<file path="src/design/dwf_pkg.sv">
// ----------------------------------------------------------------------------
// dwf_pkg
// Shared types and constants for the DDS waveform DAC framer.
// ----------------------------------------------------------------------------
package dwf_pkg;

    localparam int SAMPLE_W  = 12;
    localparam int PHASE_W   = 16;
    localparam int FRAME_W   = 16;
    localparam int S_DATA_W  = 80;
    localparam int M_DATA_W  = 32;

    localparam logic [FRAME_W-1:0]  FRAME_A_TAG = 16'hA000;
    localparam logic [FRAME_W-1:0]  FRAME_B_TAG = 16'h9000;
    localparam logic [SAMPLE_W-1:0] POT_FORCE   = 12'h003;

    typedef logic [1:0] t_kind;
    localparam t_kind KIND_TICK  = 2'd0;
    localparam t_kind KIND_WRITE = 2'd1;
    localparam t_kind KIND_HOST  = 2'd2;
    localparam t_kind KIND_NEXT  = 2'd3;

    // output queue: one entry per in-flight read plus two for full rate under stall
    localparam int OQ_DEPTH = 3;
    localparam int OQ_PTR_W = 2;
    localparam int OQ_CNT_W = 2;

    typedef struct packed {
        logic [3:0]          pad;
        logic [SAMPLE_W-1:0] host_amplitude;
        logic [PHASE_W-1:0]  host_increment;
        logic [SAMPLE_W-1:0] table_value;
        logic [9:0]          table_index;
        logic [1:0]          wave_select;
        logic [SAMPLE_W-1:0] pot_amp;
        logic [SAMPLE_W-1:0] pot_freq;
    } t_item;

    typedef struct packed {
        logic [FRAME_W-1:0] dac_b_frame;
        logic [FRAME_W-1:0] dac_a_frame;
    } t_frame;

endpackage

</file>
<file path="src/design/dwf_core.sv">
// ----------------------------------------------------------------------------
// dwf_core
// Phase accumulator, step/level control and waveform RAM addressing.
// ----------------------------------------------------------------------------
module dwf_core #(
    parameter int TABLE_DEPTH = 1024,
    parameter int WAVE_COUNT  = 4,
    localparam int IW  = $clog2(TABLE_DEPTH),
    localparam int WW  = (WAVE_COUNT > 1) ? $clog2(WAVE_COUNT) : 1,
    localparam int AW  = WW + IW
) (
    input  logic                     i_clk,
    input  logic                     i_rst_n,
    input  logic                     i_acc,
    input  dwf_pkg::t_kind           i_kind,
    input  dwf_pkg::t_item           i_item,
    output logic                     o_ram_en,
    output logic                     o_ram_we,
    output logic [AW-1:0]            o_ram_addr,
    output logic [dwf_pkg::SAMPLE_W-1:0] o_ram_wdata,
    output logic                     o_s1_vld,
    output logic [dwf_pkg::SAMPLE_W-1:0] o_s1_level
);

    import dwf_pkg::*;

    localparam int TDW = $clog2(TABLE_DEPTH + 1);
    localparam int PW  = PHASE_W + TDW;

    logic [PHASE_W-1:0]  r_phase, n_phase;
    logic [PHASE_W-1:0]  r_step, n_step;
    logic [SAMPLE_W-1:0] r_level, n_level;
    logic [SAMPLE_W-1:0] r_prev_pf, n_prev_pf;
    logic [SAMPLE_W-1:0] r_prev_pa, n_prev_pa;
    logic [PHASE_W-1:0]  r_req_step, n_req_step;
    logic [SAMPLE_W-1:0] r_req_level, n_req_level;
    logic [PHASE_W-1:0]  r_prev_rs, n_prev_rs;
    logic [SAMPLE_W-1:0] r_prev_rl, n_prev_rl;
    logic [WW-1:0]       r_wave, n_wave;
    logic                r_s1_vld;
    logic [SAMPLE_W-1:0] r_s1_level;

    logic                w_tick;
    logic                w_wr;
    logic                w_ws_ok;
    logic                w_ti_ok;
    logic [PW-1:0]       w_prod;
    logic [SAMPLE_W-1:0] w_pfv;
    logic [SAMPLE_W-1:0] w_pav;

    assign w_ws_ok = 32'(i_item.wave_select) < WAVE_COUNT;
    assign w_ti_ok = 32'(i_item.table_index) < TABLE_DEPTH;
    assign w_tick  = i_acc && (i_kind == KIND_TICK);
    assign w_wr    = i_acc && (i_kind == KIND_WRITE) && w_ws_ok && w_ti_ok;
    assign w_prod  = PW'(r_phase) * PW'(TABLE_DEPTH);
    assign w_pfv   = i_item.pot_freq | POT_FORCE;
    assign w_pav   = i_item.pot_amp | POT_FORCE;

    assign o_ram_en    = w_tick || w_wr;
    assign o_ram_we    = w_wr;
    assign o_ram_addr  = w_wr ? {WW'(i_item.wave_select), IW'(i_item.table_index)}
                              : {r_wave, w_prod[PHASE_W +: IW]};
    assign o_ram_wdata = i_item.table_value;

    always_comb begin
        n_phase     = r_phase;
        n_step      = r_step;
        n_level     = r_level;
        n_prev_pf   = r_prev_pf;
        n_prev_pa   = r_prev_pa;
        n_req_step  = r_req_step;
        n_req_level = r_req_level;
        n_prev_rs   = r_prev_rs;
        n_prev_rl   = r_prev_rl;
        n_wave      = r_wave;
        if (i_acc) begin
            case (i_kind)
                KIND_TICK: begin
                    if (r_prev_pf != w_pfv) begin
                        n_step    = PHASE_W'(w_pfv);
                        n_prev_pf = w_pfv;
                    end
                    if (r_prev_rs != r_req_step) begin
                        n_step    = r_req_step;
                        n_prev_rs = r_req_step;
                    end
                    n_phase = r_phase + n_step;
                    if (r_prev_pa != w_pav) begin
                        n_level   = w_pav;
                        n_prev_pa = w_pav;
                    end
                    if (r_prev_rl != r_req_level) begin
                        n_level   = r_req_level;
                        n_prev_rl = r_req_level;
                    end
                end
                KIND_HOST: begin
                    n_req_step  = i_item.host_increment;
                    n_req_level = i_item.host_amplitude;
                    if (w_ws_ok) begin
                        n_wave = WW'(i_item.wave_select);
                    end
                end
                KIND_NEXT: begin
                    if (r_wave == WW'(WAVE_COUNT - 1)) begin
                        n_wave = '0;
                    end else begin
                        n_wave = r_wave + WW'(1);
                    end
                end
                default: begin
                end
            endcase
        end
    end

    always_ff @(posedge i_clk) begin
        if (!i_rst_n) begin
            r_phase     <= '0;
            r_step      <= PHASE_W'(1);
            r_level     <= SAMPLE_W'(1023);
            r_prev_pf   <= '0;
            r_prev_pa   <= '0;
            r_req_step  <= PHASE_W'(1);
            r_req_level <= SAMPLE_W'(1);
            r_prev_rs   <= PHASE_W'(1);
            r_prev_rl   <= SAMPLE_W'(1);
            r_wave      <= '0;
            r_s1_vld    <= 1'b0;
        end else begin
            r_phase     <= n_phase;
            r_step      <= n_step;
            r_level     <= n_level;
            r_prev_pf   <= n_prev_pf;
            r_prev_pa   <= n_prev_pa;
            r_req_step  <= n_req_step;
            r_req_level <= n_req_level;
            r_prev_rs   <= n_prev_rs;
            r_prev_rl   <= n_prev_rl;
            r_wave      <= n_wave;
            r_s1_vld    <= w_tick;
        end
    end

    always_ff @(posedge i_clk) begin
        if (w_tick) begin
            r_s1_level <= r_level;
        end
    end

    assign o_s1_vld   = r_s1_vld;
    assign o_s1_level = r_s1_level;

endmodule

</file>
<file path="config.mk">
export PLATFORM = sky130hd
export DESIGN_NAME = dwf_core
export DESIGN_NICKNAME = d
export VERILOG_FILES = /design/src/design/dwf_pkg.sv /design/src/design/dwf_core.sv
export SDC_FILE = /design/constraint.sdc
export NUM_CORES = 1
export LEC_CHECK = 0
export ABC_AREA = 1
export BUFFER_PORTS_ARGS = -buffer_cell sky130_fd_sc_hd__buf_2
export CAP_MARGIN = 10
export CORE_AREA = 2 2 118 120
export CTS_BUF_LIST = sky130_fd_sc_hd__clkbuf_2
export CTS_CLUSTER_DIAMETER = 60
export DETAILED_ROUTE_END_ITERATION = 8
export DIE_AREA = 0 0 120 122
export GPL_TIMING_DRIVEN = 0
export PLACE_DENSITY = 0.82
export SETUP_SLACK_MARGIN = 0.1
export SYNTH_ARGS = -nofsm -noshare
export SYNTH_HDL_FRONTEND = slang
export SYNTH_SLANG_ARGS = --single-unit
</file>
<file path="constraint.sdc">
create_clock -name i_clk -period 2.9 [get_ports i_clk]
set_input_delay 0.58 -clock i_clk [delete_from_list [all_inputs] [get_ports i_clk]]
set_output_delay 0.58 -clock i_clk [all_outputs]
set_load 0.02 [all_outputs]
</file>
==> results of run 1 <==
-- sequential cells by signal, summed over array words and instances, names as in the netlist --
signal and flops:
o_s1_vld 1, r_step 16, r_prev_pf 11, r_wave 2, o_s1_level 12, r_prev_rs 16, r_prev_rl 12, r_prev_pa 11
r_level 12, r_phase 16, r_req_step 16, r_req_level 12
-- path summary, 6_finish.rpt --
check	from	to	cells after the start
max	r_prev_pf[7]	r_phase[14]	21
min	i_item[70]	r_req_level[6]	3
max reg2reg	r_prev_pf[7]	r_phase[14]	21
min reg2reg	r_level[3]	o_s1_level[3]	0
-- routing by layer --
| metal | part of all wire | up-vias | wire length (µm) | GRT usage |
|---|---|---|---|---|
| met2 | 0.47 | 293 | 9040 | 0.427 |
| met3 | 0.072 | 44 | 1370 | 0.0552 |
| met5 | 0 | - | 0 | 0 |
| met4 | 0.023 | 0 | 438 | 0.111 |
| met1 | 0.43 | 3191 | 8190 | 0.314 |
| li1 | - | 3424 | - | - |
-- layout make-up --
class,instances,area share
Inverter,126,0.0596
Multi-Input combinational cell,640,0.414
Clock buffer,17,0.00979
Sequential cell,137,0.333
Timing Repair Buffer,148,0.100
Tap cell,180,0.0259
Buffer,53,0.0340
Clock inverter,15,0.0238
-- per-stage QoR --
stage	instances	utilization	power [mW]	TNS, ns
after CTS	1297	0.619	4.22	0
final	1316	0.643	4.31	-0.185
after floorplan	956	-	2.61	0
after global placement	1239	0.569	2.81	-3.95
after global routing	1316	0.643	4.49	-1.67
after detailed placement	1239	0.569	2.84	-4.45
-- what timing repair did --
| item | 4_1_cts | 5_1_grt |
|---|---|---|
| endpoints found under the setup margin | 11 | 14 |
| pin swaps | 10 | 36 |
| gates resized for setup | 46 | 70 |
| setup buffers | 25 | 23 |
| gates cloned | 1 | 0 |
-- placed cells by master (no fill, tap or decap), drive strengths merged, types with 12 or more instances in the layout --
| master | n |
|---|---|
| o21ai | 128 |
| xnor2 | 12 |
| dfxtp | 125 |
| clkbuf | 43 |
| ha | 16 |
| inv | 126 |
| xor2 | 13 |
| nand2 | 226 |
| buf | 175 |
| edfxtp | 12 |
| nand3 | 20 |
| nor2 | 77 |
| o211ai | 13 |
| a21oi | 102 |
-- where the power goes --
part	switching, mW	leakage, nW	total, mW	internal (mW)
combinational	0.521	2.74	0.868	0.347
sequential	0.0695	1.14	2.09	2.02
clock	0.717	0.168	1.36	0.640
total	1.31	4.04	4.31	3.01
-- cells by family (layout without fill, tap and decap cells) --
group           after synthesis  in the layout  synth area share
buf+inv                     179            359             0.113
fa+ha+maj                    17             17            0.0322
flops                       137            137             0.419
xor+xnor                     25             25            0.0320
simple gates                339            339             0.201
compound gates              259            259             0.204
-- worst max-delay path, stage by stage (launching register included) --
cell and delay [ns]:
dfxtp_1 0.38, inv_1 0.07, nand2_2 0.06, nand3_2 0.10, nor3_4 0.25, nand2_4 0.15, nor2_4 0.15, inv_2 0.07
nor2_4 0.09, a21oi_2 0.05, ha_2 0.19, fa_2 0.35, nand3_2 0.11, nand2_4 0.07, a21oi_4 0.23, o21bai_4 0.11
nand2_1 0.09, inv_2 0.05, o21ai_2 0.11, nand2_1 0.08, o21ai_1 0.18, inv_1 0.05
==> metrics.cfg, run 1 <==
[final_layout]
seqCellArea_um2=2900
syn2layout_area_growth_pct=27.0
num-fill-cells=1141
drive_gt1_frac=0.302
layout.nets=1225
multiInputGateArea_um2=3590
num_antenna_cells=0
final_area_um2=8690

[clock_tree]
cts_buffers=17
numClockSinks=137
cts_root_buffer=clkbuf_2
path_clk_slew_ns=0.22
clk_path_buf_depth=2
cts_hold_buf=0
cts_tree=yes
clk_latency_ns=0.76
htreeDepth=4

[sta]
grt_setup_unrepaired=yes
hold_ws_ns=0.0469
layout_setup_ws_ns=-0.120
slew_viol_final=0
fin_skew_ns=0.0327
hold_viol=0
max_slew.worst_pin.slew_ns=1.30
setup_viol=3
max_freq_ghz=0.331
slew-limit-headroom=0.131
timing.final.crit_share=1.04
period_needed_ns=3.02

[floorplan]
die_area_um2=14600
die_y_um=122
dieWidth_um=120
initial_utilization=0.506
core-area_um2=13500
ioPinCount=124
std_cell_rows=43

[synthesis]
synth_top_area_cell=dfxtp_1
avgSynthCellArea_um2=7.15
syn_inst=956
ys_seq_elements=137
ys.flop_type=dfxtp_1
synth_nets=1058
yosysWarnings=0
yosysMostFrequentCell=nand2_1
yosysUniqueCellTypes=45
synthTopCellsByCount=nand2_1, dfxtp_1, o21ai_0
syn_area_um2=6840
synth.yosys.seq_area_share=0.419
synth.area.top_cells=dfxtp_1, nand2_1, o21ai_0
synth_edf_count=12
synth_top_area_frac=0.366
async_reset_ff_frac=0

[detailed_routing]
via_per_inst=5.28
wl_per_cell_um=14.5
vias=6952
drc=0
ant_nets=0
dr.pass1.iters=6
drtIter0Drc=756
drt_wl_total_mm=19.0

[placement]
numPortBuffers=103
dpl_worst_slack_ns=-0.556
hpwlAfterDp_mm=12.7
finalWeightedCongestion=0.891
post_dp_cell_area_um2=7680

[setup_path]
path_class=reg2reg
crit_path_end_kind=flip-flop
arrival_ns=3.72
r2r_setup_slack_ns=-0.12
crit_fanout=6
setup.worst_path.start_class=flip-flop
cp.required_ns=3.60

[status]
violations=negative setup slack
status=finished with violations

[pwr]
total_leakage_power_nw=4.04
max-vdd-ir-drop_uv=362
powerDensity_nw_per_um2=496

[global_route]
antenna_found_initial=0
grt_pass1_vias=6254
grt_pass1_wl_mm=29.2
grt_use_total=0.254
overflow=0
grt_max_degree=22

[min_path]
hp-class=in2reg

[job]
cap_viol_max_count=0

No activity file was read; power rests on OpenSTA's default activity.
==> run 2: changes to the inputs <==
- ABC_AREA: 1 -> unset
- CORE_AREA: 2 2 118 120 -> 2 2 116 118
- DIE_AREA: 0 0 120 122 -> 0 0 118 120
==> run 2 against run 1 <==
Clock-buffer cell count up 3; synthesized cell count down 19%; largest cell class unchanged; sequential share of layout area up 1.7 points; non-clock buffer count unchanged; routed wire length up 0.88%; final cell count down 15%; first-iteration DRC count down 22%; synthesized area down 4.0%; fmax down 13%; register-to-register slack worse by 0.46 ns; clock power down 3%; the flow still finishes with violations (negative setup slack).
==> metrics.cfg, run 2 <==
[synthesis]
yosysUniqueCellTypes=59  ; +31%
async_reset_ff_frac=0  ; unchanged
syn_area_um2=6570  ; -4.0%
yosysWarnings=0  ; unchanged
yosysMostFrequentCell=nand2_1
synth.area.top_cells=dfxtp_1, nand2_1, a21oi_1
synth_nets=872  ; -18%
synth_top_area_frac=0.381  ; +0.0151
syn_inst=770  ; -19%
avgSynthCellArea_um2=8.53  ; +19%
synth_edf_count=12  ; unchanged
synth_top_area_cell=dfxtp_1
ys.flop_type=dfxtp_1
synthTopCellsByCount=nand2_1, dfxtp_1, a21oi_1
ys_seq_elements=137  ; unchanged
synth.yosys.seq_area_share=0.436  ; +0.0172

[sta]
max_slew.worst_pin.slew_ns=1.28  ; -0.0261 ns
fin_skew_ns=0.0594  ; +0.0267 ns
setup_viol=11  ; +8
timing.final.crit_share=1.20  ; +0.157
fin_setup_tns_ns=-3.79  ; -3.60 ns
max_freq_ghz=0.288  ; -13%
grt_setup_unrepaired=yes
slew_viol_final=0  ; unchanged
period_needed_ns=3.48  ; +0.456 ns
slew-limit-headroom=0.148  ; +0.0174
layout_setup_ws_ns=-0.576  ; -0.456 ns
hold_viol=0  ; unchanged

[job]
cap_viol_max_count=0  ; unchanged

[clock_tree]
cts_root_buffer=clkbuf_2
path_clk_slew_ns=0.25  ; +0.03 ns
cts_tree=yes
clk_latency_ns=0.79  ; +0.03 ns
htreeDepth=4  ; unchanged
clk_path_buf_depth=2  ; unchanged
cts_buffers=17  ; unchanged
numClockSinks=137  ; unchanged

[detailed_routing]
wl_met3_mm=1.69  ; +23%
drtIter0Drc=592  ; -22%
top_layer=met4
routed-wl-met2_mm=9.09  ; +0.48%
drc=0  ; unchanged
via_per_inst=5.59  ; +5.8%
wl_per_cell_um=17.1  ; +18%
wl_met1_mm=7.67  ; -6.5%
vias=6283  ; -9.6%
drt_wl_total_mm=19.2  ; +0.88%
ant_nets=0  ; unchanged
dr.pass1.iters=5  ; -1

[placement]
hpwlAfterDp_mm=12.2  ; -3.6%
finalWeightedCongestion=0.932  ; +4.6%
numPortBuffers=101  ; -1.9%
dpl_worst_slack_ns=-0.919  ; -0.363 ns

[floorplan]
die_y_um=120  ; -1.6%
std_cell_rows=42  ; -2.3%
ioPinCount=124  ; unchanged
core-area_um2=13000  ; -3.9%
initial_utilization=0.506  ; about the same
die_area_um2=14200  ; -3.3%
dieWidth_um=118  ; -1.7%

[pwr]
powerDensity_nw_per_um2=527  ; +6.2%
max-vdd-ir-drop_uv=432  ; +19%
power_mw=4.39  ; +1.8%
total_leakage_power_nw=3.36  ; -17%

[final_layout]
final_common_cell=nand2_1
utilization=0.642  ; -0.00187
num-fill-cells=1022  ; -10%
most-common-layout-cells=nand2_1, buf_2, dfxtp_1
layout.nets=1036  ; -15%
drive_gt1_frac=0.317  ; +0.0149
syn2layout_area_growth_pct=26.8

[global_route]
grt_pass1_wl_mm=27.6  ; -5.4%
grt_pass1_vias=5542  ; -11%
grt_max_degree=22  ; unchanged
grt_use_total=0.249  ; -0.00533
antenna_found_initial=1  ; +1
overflow=0  ; unchanged

[status]
status=finished with violations
violations=negative setup slack

[setup_path]
crit_path_end_kind=flip-flop
path_class=reg2reg
crit_fanout=8  ; +2
arrival_ns=4.16  ; +0.44 ns
cp.required_ns=3.59  ; about the same
setup.worst_path.start_class=flip-flop

[min_path]
hp-class=in2reg

## run 2: kinds of logic after synthesis
| kind of cell | after synthesis | share of synthesized area |
|---|---|---|
| DFF | 137 | 0.436 |
| muxes | 42 | 0.0661 |
| xor gates and xnor gates | 59 | 0.0787 |
| buffers and inverters | 67 | 0.0526 |
| and+or+nand+nor | 283 | 0.180 |
| adders and majority gates | 17 | 0.0335 |
| AOI/OAI and AO/OA | 165 | 0.154 |
## run 2: metal layers
metal,GRT usage,vias to the layer above
li1,-,2943
met2,0.399,362
met5,0,-
met4,0.108,0
met1,0.324,2899
met3,0.0537,79
## run 2: report_power, final
part / switching [mW] / total (mW) / internal [mW]
sequential: 0.0559 / 2.03 / 1.98
combinational: 0.571 / 1.04 / 0.471
clock: 0.741 / 1.32 / 0.575
total: 1.37 / 4.39 / 3.02
## run 2: worst paths after layout
kind	cells past startpoint	slack (ns)	startpoint	end
worst max-delay path	13	-0.58	r_prev_pf[8]	r_phase[14]
worst min-delay path	3	0.02	i_item[3]	r_prev_pf[3]
worst max register to register	13	-0.58	r_prev_pf[8]	r_phase[14]
worst min register to register	0	0.45	r_level[6]	o_s1_level[6]
## run 2: repair_timing
action / in CTS / in global routing
cloned: 0 / 0
hold buffers: 0 / 0
endpoints found under the setup margin: 15 / 22
buffers inserted: 33 / 12
endpoints found under the hold margin: 0 / 0
pin swaps: 36 / 21
gates resized for setup: 47 / 41
## run 2: layout make-up
cell class,instances,area [µm²],area share
diodes,1,2.50,0.000301
plain buffers,56,315,0.0379
clock buffers,20,100,0.0120
clock inverters,12,176,0.0212
inverters,11,41.3,0.00496
multi-input cells,566,3690,0.444
flip-flops and latches,137,2910,0.350
well taps,176,220,0.0264
repair buffers,145,863,0.104
## run 2: critical path, stage by stage, from the launching register on
cell	delay [ns]
dfxtp_2	0.39
xnor2_2	0.14
nand4_1	0.20
nor3_4	0.26
buf_6	0.20
buf_4	0.13
mux2i_1	0.33
a21oi_2	0.13
ha_1	0.36
a21o_1	0.19
a21o_1	0.17
a221o_1	0.32
or3_1	0.35
a32o_1	0.22
## run 2: stage by stage
| step | cells | area, µm² | hold slack (ns) |
|---|---|---|---|
| final | 1124 | 8330 | 0.0191 |
| after global routing | 1124 | 8330 | 0.00494 |
| after CTS | 1112 | 8080 | 0.0120 |
| after detailed placement | 1047 | 7370 | 0.420 |
| after global placement | 1047 | 7370 | 0.414 |
| after floorplan | 770 | 6640 | 0.408 |
