File: config.mk
export PLATFORM = sky130hd
export DESIGN_NAME = dwf_outq
export DESIGN_NICKNAME = d
export VERILOG_FILES = /design/src/design/dwf_pkg.sv /design/src/design/dwf_outq.sv
export SDC_FILE = /design/constraint.sdc
export NUM_CORES = 1
export LEC_CHECK = 0
export BUFFER_PORTS_ARGS = -buffer_cell sky130_fd_sc_hd__buf_4
export CORE_MARGIN = 2
export CORE_UTILIZATION = 40
export DETAILED_ROUTE_END_ITERATION = 8
export PLACE_DENSITY = 0.71
export SLEW_MARGIN = 20
export SYNTH_ARGS = -nofsm -noshare
export SYNTH_HDL_FRONTEND = slang
export SYNTH_SLANG_ARGS = --single-unit
File: constraint.sdc
create_clock -name i_clk -period 3.48 [get_ports i_clk]
set_clock_uncertainty 0.15 [all_clocks]
set_input_delay 0.522 -clock i_clk [delete_from_list [all_inputs] [get_ports i_clk]]
set_output_delay 0.522 -clock i_clk [all_outputs]
set_load 0.1 [all_outputs]
File: src/design/dwf_pkg.sv
// ----------------------------------------------------------------------------
// dwf_pkg
// Shared types and constants for the DDS waveform DAC framer.
// ----------------------------------------------------------------------------
package dwf_pkg;

    localparam int SAMPLE_W  = 12;
    localparam int PHASE_W   = 16;
    localparam int FRAME_W   = 16;
    localparam int S_DATA_W  = 80;
    localparam int M_DATA_W  = 32;

    localparam logic [FRAME_W-1:0]  FRAME_A_TAG = 16'hA000;
    localparam logic [FRAME_W-1:0]  FRAME_B_TAG = 16'h9000;
    localparam logic [SAMPLE_W-1:0] POT_FORCE   = 12'h003;

    typedef logic [1:0] t_kind;
    localparam t_kind KIND_TICK  = 2'd0;
    localparam t_kind KIND_WRITE = 2'd1;
    localparam t_kind KIND_HOST  = 2'd2;
    localparam t_kind KIND_NEXT  = 2'd3;

    // output queue: one entry per in-flight read plus two for full rate under stall
    localparam int OQ_DEPTH = 3;
    localparam int OQ_PTR_W = 2;
    localparam int OQ_CNT_W = 2;

    typedef struct packed {
        logic [3:0]          pad;
        logic [SAMPLE_W-1:0] host_amplitude;
        logic [PHASE_W-1:0]  host_increment;
        logic [SAMPLE_W-1:0] table_value;
        logic [9:0]          table_index;
        logic [1:0]          wave_select;
        logic [SAMPLE_W-1:0] pot_amp;
        logic [SAMPLE_W-1:0] pot_freq;
    } t_item;

    typedef struct packed {
        logic [FRAME_W-1:0] dac_b_frame;
        logic [FRAME_W-1:0] dac_a_frame;
    } t_frame;

endpackage

File: src/design/dwf_outq.sv
// ----------------------------------------------------------------------------
// dwf_outq
// Small output queue for DAC frame items, with space look-ahead.
// ----------------------------------------------------------------------------
module dwf_outq (
    input  logic            i_clk,
    input  logic            i_rst_n,
    input  logic            i_push,
    input  dwf_pkg::t_frame i_frame,
    input  logic            i_inflight,
    output logic            o_space,
    output logic            o_tvalid,
    input  logic            i_tready,
    output dwf_pkg::t_frame o_tdata
);

    import dwf_pkg::*;

    t_frame                r_q [OQ_DEPTH];
    logic [OQ_PTR_W-1:0]   r_wr, n_wr;
    logic [OQ_PTR_W-1:0]   r_rd, n_rd;
    logic [OQ_CNT_W-1:0]   r_cnt, n_cnt;
    logic                  w_pop;
    logic [OQ_CNT_W:0]     w_occ;

    assign w_pop    = (r_cnt != '0) && i_tready;
    assign w_occ    = {1'b0, r_cnt} + (OQ_CNT_W + 1)'(i_inflight);
    assign o_space  = w_occ < (OQ_CNT_W + 1)'(OQ_DEPTH);
    assign o_tvalid = r_cnt != '0;
    assign o_tdata  = r_q[r_rd];

    always_comb begin
        n_wr  = r_wr;
        n_rd  = r_rd;
        n_cnt = r_cnt;
        if (i_push) begin
            n_wr = (r_wr == OQ_PTR_W'(OQ_DEPTH - 1)) ? '0 : r_wr + OQ_PTR_W'(1);
        end
        if (w_pop) begin
            n_rd = (r_rd == OQ_PTR_W'(OQ_DEPTH - 1)) ? '0 : r_rd + OQ_PTR_W'(1);
        end
        if (i_push && !w_pop) begin
            n_cnt = r_cnt + OQ_CNT_W'(1);
        end else if (!i_push && w_pop) begin
            n_cnt = r_cnt - OQ_CNT_W'(1);
        end
    end

    always_ff @(posedge i_clk) begin
        if (!i_rst_n) begin
            r_wr  <= '0;
            r_rd  <= '0;
            r_cnt <= '0;
        end else begin
            r_wr  <= n_wr;
            r_rd  <= n_rd;
            r_cnt <= n_cnt;
        end
    end

    always_ff @(posedge i_clk) begin
        if (i_push) begin
            r_q[r_wr] <= i_frame;
        end
    end

endmodule

==> results.py, run 1 <==
metrics = {
    "outcome": {
        "status": "finished, final reports clean",
    },
    "timing": {
        "setup-tns-final_ns": 0,
        "fin_ws_ns": 0.751,
        "worstMarginPinSlew_ns": 1.07,
        "hold_viol": 0,
        "rsz0062_at_grt": "no",
        "setup_violations": 0,
        "slew_violations": 0,
        "fmax_mhz": 367,
        "relSlewSlack_pct": 28.6,
        "min_period_over_period_pct": 78.4,
        "period_needed_ns": 2.73,
        "hold_ws_ns": 0.198,
    },
    "worst_setup_path": {
        "crit_required_ns": 2.81,
        "worst_setup_path_start_kind": "flip-flop",
        "critPathCaptureType": "output port",
        "critPathArrivalTime_ns": 2.06,
        "rr_worst_depth": 2,
        "rr_startpoint": "r_wr[0]",
        "r2r_slack_ns": 1.53,
        "critPathKind": "flip-flop to output port",
        "slowest_stage": "dfxtp_2",
        "path_buf_inv": 2,
        "crit_top_cell": "buf_4",
        "cp_slowest_stage_delay_ns": 0.98,
        "cpLargestDelayFamily": "flip-flops",
        "crit_chain": "buf_4 > nand2_1 > o21ai_1 > buf_4",
        "worst-path-max-fanout": 58,
        "r2r_end": "r_q[1][10]",
    },
    "global_routing": {
        "antenna_found_initial": 0,
        "grt_pass1_vias": 2062,
        "grt_pass1_wl_um": 9920,
        "grt_usage_pct": 12.8,
        "gr-total-overflow": 0,
        "grt_max_degree": 59,
    },
    "finish": {
        "nets": 352,
        "antenna_cells": 0,
        "layout-drive-gt1-share_pct": 30.0,
        "design_area_um2": 4780,
        "syn_to_final_growth_pct": 23.0,
    },
    "min_path": {
        "min_from": "i_frame[14]",
        "holdPathEnd": "r_q[2][14]",
        "hp-class": "input pin to flip-flop",
        "whs_path_depth": 1,
    },
    "place": {
        "dpl.hpwl_um": 4000,
        "dp_slack_ns": 1.09,
        "place_area_um2": 4580,
        "gp_congestion": 0.697,
        "portBuffers": 70,
    },
    "route": {
        "drt-pass1-iter-count": 4,
        "num_vias": 2076,
        "first_iter_violations": 88,
        "routed_wl_um": 6410,
        "wire_per_inst_um": 14.4,
        "postRouteAntennaNets": 0,
        "drc_errors": 0,
        "vias_per_cell": 4.65,
    },
    "clock_tree": {
        "cts_tree": "yes",
        "cts_hold_buf": 0,
        "clockBufferDepth": 2,
        "cts_setup_buffers": 0,
        "cts_sinks": 104,
        "cts_buffers": 9,
        "cts_resized": 0,
        "cts-root-buf": "clkbuf_8",
        "clock_latency_ns": 0.35,
        "clk_pin_slew_ns": 0.11,
        "htree_num_levels": 3,
    },
    "yosys": {
        "yosysSeqAreaShare_pct": 78.3,
        "syn_area_per_cell_um2": 16.3,
        "syn-instance-count": 238,
        "netlist_area_um2": 3890,
        "yosysUniqueCellTypes": 23,
        "synth_fp_nets": 278,
        "yosysWarnings": 0,
        "ys_seq_elements": 104,
    },
    "die": {
        "core_um2": 9330,
        "placementRows": 35,
        "die_y_um": 103,
        "die_area_um2": 10500,
        "start_util_pct": 41.7,
        "io-pin-count": 71,
        "die_w_um": 103,
    },
    "pwr": {
        "power.density_nw_per_um2": 787,
        "ir_worst_vdd_mv": 0.591,
        "p_leak_nw": 1.64,
        "power.total_w": 0.00376,
    },
    "run": {
        "maxCapViolCount": 0,
    },
}
## synth_stat cells (all sizes together)
cell,count,area (um2)
o21ai,34,174
edfxtp,96,2880
nor2,2,7.51
and2,1,6.26
nor3b,1,7.51
or2,1,6.26
mux2i,32,320
clkbuf,6,22.5
xnor2,1,8.76
nand2,36,135
a21boi,3,22.5
buf,5,32.5
or3b,1,8.76
o21a,2,15.0
xor2,1,8.76
or3,2,12.5
a21oi,1,5.00
nor2b,2,12.5
ha,3,37.5
dfxtp,8,160
## sequential cells by signal, indices dropped and copies added, names as in the netlist, named ones only
name	flops
r_cnt	2
r_rd	2
r_q	96
r_wr	2
## worst reg2reg max path: cells and delay by family, from the launching register on
family | cells | cell delay (ns)
DFF | 1 | 0.47
and+or+nand+nor | 2 | 0.94
## through the flow
step,std cells,util [%]
after global routing,446,51.2
after CTS,446,51.2
final,446,51.2
after floorplan,238,-
after detailed placement,430,49.1
after global placement,430,49.1
## per-layer routing
metal | global-route usage [%] | up-vias | part of all wire [%]
met5 | 0 | - | 0
met4 | 5.23 | 0 | 1.6
met3 | 2.92 | 11 | 4.1
met2 | 22.3 | 45 | 51
met1 | 15.5 | 982 | 44
li1 | - | 1038 | -
## cells in the final DEF (no fill, tap or decap), types with 3 or more instances in the layout
| master | n |
|---|---|
| a21boi_1 | 3 |
| o21ai_1 | 32 |
| clkbuf_8 | 9 |
| edfxtp_1 | 96 |
| buf_4 | 74 |
| ha_1 | 3 |
| mux2i_1 | 32 |
| dfxtp_1 | 6 |
| inv_6 | 4 |
| nand2_1 | 36 |
## worst max path at each step
stage,startpoint,end,slack (ns),cells past startpoint
6_report,flip-flop,o_tdata[19],0.75,4
5_1_grt,flip-flop,o_tdata[16],0.53,4
4_1_cts,flip-flop,o_tdata[19],0.68,4
3_5_place_dp,flip-flop,o_tdata[19],1.09,4
3_3_place_gp,flip-flop,o_tdata[15],1.11,4
2_1_floorplan,i_inflight,o_space,0.35,3
## layout make-up
class / instances / area, um2
clock inverters: 7 / 77.6
flip-flops and latches: 104 / 3050
repair buffers: 74 / 556
multi-input cells: 123 / 815
well taps: 129 / 161
clock buffers: 9 / 124
fillers: 766 / 4550
## power breakdown
part	internal, W	switching (W)	total, W	leakage (nW)
Combinational	0.000339	0.00115	0.00149	0.584
Clock	0.000342	0.000409	0.000751	0.103
Sequential	0.00144	0.0000797	0.00152	0.954
## kinds of logic (layout without fill, tap and decap cells)
| family | count (synthesis) | after routing | share of synthesized area (%) |
|---|---|---|---|
| AO/OA/AOI/OAI | 40 | 40 | 5.57 |
| flip-flops | 104 | 104 | 78.3 |
| XOR/XNOR | 2 | 2 | 0.451 |
| buffers and inverters | 11 | 90 | 1.42 |
| AND/OR/NAND/NOR | 46 | 46 | 5.06 |
| multiplexers | 32 | 32 | 8.24 |
| adder cells (fa/ha/maj) | 3 | 3 | 0.966 |
No activity file was read; power rests on OpenSTA's default activity.
==> inputs of run 2 (changes only) <==
- PLACE_DENSITY: 0.71 -> 0.69
- clock period: 3.48 -> 2.8 ns (I/O delays scaled with it)
==> results.py, run 2 (synthesis results as in run 1) <==
metrics = {
    "pwr": {
        "seq_power_share_pct": 40.0,
        "swShare_pct": 43.3,
        "ir_worst_vdd_mv": 0.618,
        "switchingPower_w": 0.00202,
        "internal_power_w": 0.00265,
        "p_leak_nw": 1.66,
        "power.density_nw_per_um2": 969,
        "clkPwrFrac_pct": 19.4,
        "comb_power_share_pct": 40.5,
    },
    "finish": {
        "final_core_util_pct": 51.7,
        "largest_reg_flops": 96,
        "antenna_cells": 0,
        "regArea_um2": 3050,
        "multi_input_area_um2": 818,
        "final_common_cell": "edfxtp_1",
        "syn_to_final_growth_pct": 24.1,
        "layout-drive-gt1-share_pct": 31.5,
        "nets": 356,
        "regMostFlops": "r_q",
        "fillers": 797,
        "final_cells": 450,
        "layout_common_cells": "edfxtp_1 (96), buf_4 (77), nand2_1 (36)",
    },
    "place": {
        "gp_congestion": 0.693,
        "numPlacedInstances": 434,
        "portBuffers": 70,
        "dpl.hpwl_um": 4150,
    },
    "clock_tree": {
        "cts-root-buf": "clkbuf_8",
        "cts_resized": 0,
        "cts_tree": "yes",
        "clk_pin_slew_ns": 0.10,
        "cts_buffers": 9,
        "htree_num_levels": 3,
        "clock_latency_ns": 0.36,
        "cts_hold_buf": 0,
        "clockBufferDepth": 2,
        "cts_sinks": 104,
        "cts_setup_buffers": 0,
    },
    "outcome": {
        "status": "finished, final reports clean",
    },
    "global_routing": {
        "grt_pass1_vias": 1942,
        "antenna_found_initial": 0,
        "gr-total-overflow": 0,
        "grt_max_degree": 37,
        "grt_usage_pct": 12.5,
        "grt_pass1_wl_um": 9470,
    },
    "timing": {
        "worstMarginPinSlew_ns": 0.592,
        "setup-tns-final_ns": 0,
        "fmax_mhz": 416,
        "hold_viol": 0,
        "relSlewSlack_pct": 60.5,
        "slew_violations": 0,
        "min_period_over_period_pct": 85.9,
        "rsz0062_at_grt": "no",
        "period_needed_ns": 2.40,
        "setup_violations": 0,
    },
    "die": {
        "die_w_um": 103,
        "die_area_um2": 10500,
        "core_um2": 9330,
        "die_y_um": 103,
        "io-pin-count": 71,
        "placementRows": 35,
        "start_util_pct": 41.7,
    },
    "worst_setup_path": {
        "crit_chain": "buf_12 > nand2_1 > o21ai_1 > buf_4",
        "worst-path-max-fanout": 36,
        "critPathKind": "flip-flop to output port",
        "cp_slowest_stage_delay_ns": 0.72,
        "critPathCaptureType": "output port",
        "critPathArrivalTime_ns": 1.83,
        "cpLargestDelayFamily": "flip-flops",
        "slowest_stage": "dfxtp_2",
        "worst_setup_path_start_kind": "flip-flop",
        "crit_required_ns": 2.23,
        "path_buf_inv": 2,
    },
    "route": {
        "routed_wl_um": 6400,
        "m1WireLength_um": 2710,
        "wl_met3_um": 400,
        "vias_per_cell": 4.67,
        "drc_errors": 0,
        "wl_met2_um": 3220,
        "drt-pass1-iter-count": 4,
        "routed.top_layer": "met4",
        "wire_per_inst_um": 14.2,
        "postRouteAntennaNets": 0,
        "num_vias": 2102,
        "first_iter_violations": 55,
    },
    "min_path": {
        "hp-class": "input pin to flip-flop",
    },
    "run": {
        "maxCapViolCount": 0,
    },
}
==> run 2: worst paths after layout <==
kind / startpoint / to / slack [ns] / cells past startpoint
worst min register to register: r_rd[1] / flip-flop / 0.33 / 2
worst max register to register: r_wr[1] / r_q[2][13] / 1.08 / 3
worst max-delay path: flip-flop / o_tdata[19] / 0.40 / 4
worst min-delay path: i_frame[28] / r_q[2][28] / 0.09 / 1
==> run 2: cell type report <==
type / instances / area share [%]
clock inverter: 7 / 1.61
sequential: 104 / 63.1
multi-input combinational: 123 / 17.0
tap: 129 / 3.35
clock buffer: 9 / 2.57
timing repair buffer: 78 / 12.4
==> run 2: power groups by stage <==
stage | Sequential [W] | Combinational (W) | Clock [W]
after floorplan | 0.00186 | 0.00157 | 0
after global placement | 0.00190 | 0.00190 | 0
after detailed placement | 0.00191 | 0.00191 | 0
after CTS | 0.00187 | 0.00191 | 0.000936
after global routing | 0.00188 | 0.00196 | 0.00100
final | 0.00187 | 0.00189 | 0.000908
==> run 2: per-layer routing <==
layer  vias up  global-route usage, %
li1       1044                      -
met1       992                   14.4
met2        57                   21.5
met3         9                   5.22
met4         0                   3.69
met5         -                      0
==> run 2: worst reg2reg max path, stage by stage, from the launching register on <==
cell     delay (ns)
dfxtp_1        0.45
nand2_1        0.13
nor2_4         0.38
buf_4          0.31
==> run 2: metrics by stage <==
stage / worst slack, ns / hold WS [ns] / power [W] / instance area [um2]
floorplan: 0.161 / 0.301 / 0.00343 / 3890
global placement: 0.738 / 0.314 / 0.00380 / 4620
detailed placement: 0.745 / 0.322 / 0.00382 / 4620
CTS: 0.337 / 0.0720 / 0.00472 / 4820
global route: 0.259 / 0.0652 / 0.00485 / 4820
finish: 0.395 / 0.0897 / 0.00467 / 4820
==> inputs of run 3 (changes only) <==
- CORE_UTILIZATION: 40 -> 45
- PLACE_DENSITY: 0.69 -> 0.75
==> results.py, run 3 (synthesis results as in run 1) <==
metrics = {
    "place": {
        "gp_congestion": 0.722,
        "portBuffers": 70,
        "dpl.hpwl_um": 4330,
    },
    "global_routing": {
        "grt_max_degree": 25,
        "antenna_found_initial": 0,
        "gr-total-overflow": 0,
        "grt_usage_pct": 14.2,
        "grt_pass1_vias": 2181,
        "grt_pass1_wl_um": 10400,
    },
    "timing": {
        "setup_violations": 0,
        "period_needed_ns": 2.35,
        "slew_violations": 0,
        "setup-tns-final_ns": 0,
        "hold_ws_ns": 0.0960,
        "hold_viol": 0,
        "relSlewSlack_pct": 58.3,
        "worstMarginPinSlew_ns": 0.625,
        "min_period_over_period_pct": 84.1,
        "rsz0062_at_grt": "no",
        "fmax_mhz": 425,
    },
    "die": {
        "core_um2": 8300,
        "die_area_um2": 9400,
        "io-pin-count": 71,
        "die_y_um": 96.9,
        "start_util_pct": 46.8,
        "die_w_um": 96.9,
        "placementRows": 33,
    },
    "finish": {
        "antenna_cells": 0,
        "final_core_util_pct": 57.8,
        "nets": 356,
        "layout-drive-gt1-share_pct": 31.2,
        "largest_reg_flops": 96,
        "layout_common_cells": "edfxtp_1 (96), buf_4 (75), nand2_1 (36)",
        "syn_to_final_growth_pct": 23.4,
        "fillers": 675,
        "regMostFlops": "r_q",
        "final_common_cell": "edfxtp_1",
    },
    "worst_setup_path": {
        "crit_chain": "buf_12 > mux2i_1 > o21ai_1 > buf_4",
        "worst-path-max-fanout": 24,
        "slowest_stage": "dfxtp_2",
        "cp_slowest_stage_delay_ns": 0.53,
        "critPathCaptureType": "output port",
        "crit_required_ns": 2.23,
        "critPathKind": "flip-flop to output port",
        "worst_setup_path_start_kind": "flip-flop",
        "critPathArrivalTime_ns": 1.78,
    },
    "clock_tree": {
        "clockBufferDepth": 2,
        "cts_hold_buf": 0,
        "cts_buffers": 9,
        "htree_num_levels": 3,
        "clock_latency_ns": 0.35,
        "cts_tree": "yes",
        "cts-root-buf": "clkbuf_8",
        "clk_pin_slew_ns": 0.10,
        "cts_sinks": 104,
        "cts_setup_buffers": 0,
        "cts_resized": 0,
    },
    "pwr": {
        "ir_worst_vdd_mv": 0.607,
        "power.density_nw_per_um2": 963,
        "p_leak_nw": 1.66,
    },
    "route": {
        "routed_wl_um": 6510,
        "num_vias": 2134,
        "drc_errors": 0,
        "first_iter_violations": 74,
        "vias_per_cell": 5.01,
        "wire_per_inst_um": 15.3,
        "drt-pass1-iter-count": 6,
        "postRouteAntennaNets": 0,
    },
    "run": {
        "maxCapViolCount": 0,
    },
    "min_path": {
        "hp-class": "input pin to flip-flop",
    },
    "outcome": {
        "status": "finished, final reports clean",
    },
}
run 3: cell count changes in the layout (fill, tap and decap cells not counted):
cell / change
buf_12: +2
buf_4: -2
bufinv_16: -1
clkinv_1: +1
clkinv_4: +1
clkinvlp_4: -1
inv_6: -1
inv_8: +1
run 3: worst max-delay path, delay by kind of cell (launching register included):
family | cells | cell delay (ns)
AOI/OAI and AO/OA | 1 | 0.20
buffers and inverters | 2 | 0.59
DFF | 1 | 0.53
muxes | 1 | 0.10
run 3: cell type report:
| class | count | area (um2) | share of cell area (%) |
|---|---|---|---|
| clock buffers | 9 | 124 | 2.58 |
| repair buffers | 78 | 623 | 13.0 |
| multi-input cells | 123 | 818 | 17.1 |
| clock inverters | 7 | 55.1 | 1.15 |
| flip-flops and latches | 104 | 3050 | 63.5 |
| well taps | 105 | 131 | 2.74 |
run 3: per-stage QoR:
stage / worst slack [ns] / power (W) / cells / area, um2
floorplan: 0.161 / 0.00343 / 238 / 3890
global placement: 0.811 / 0.00381 / 410 / 4620
detailed placement: 0.807 / 0.00383 / 410 / 4620
CTS: 0.424 / 0.00465 / 426 / 4800
global route: 0.362 / 0.00479 / 426 / 4800
finish: 0.445 / 0.00462 / 426 / 4800
run 3: final timing paths:
path | from | endpoint | slack (ns) | cells after the start
setup / recovery | flip-flop | o_tdata[13] | 0.45 | 4
hold / removal | i_frame[14] | r_q[1][14] | 0.1 | 1
setup reg to reg | r_wr[0] | r_q[1][2] | 1.10 | 3
hold reg to reg | r_rd[0] | flip-flop | 0.34 | 2
run 3: where the power goes:
| part | leakage, nW | switching [W] | internal (W) |
|---|---|---|---|
| logic | 0.617 | 0.00147 | 0.000446 |
| registers | 0.954 | 0.0000729 | 0.00179 |
| clock network | 0.0931 | 0.000506 | 0.000333 |
run 3: routing by layer:
metal | GRT usage (%) | vias up | share of wire, %
met5 | 0 | - | 0
met2 | 24.6 | 55 | 51
li1 | - | 1049 | -
met1 | 16.9 | 1019 | 42
met4 | 4.98 | 0 | 1.5
met3 | 4.19 | 11 | 5.3
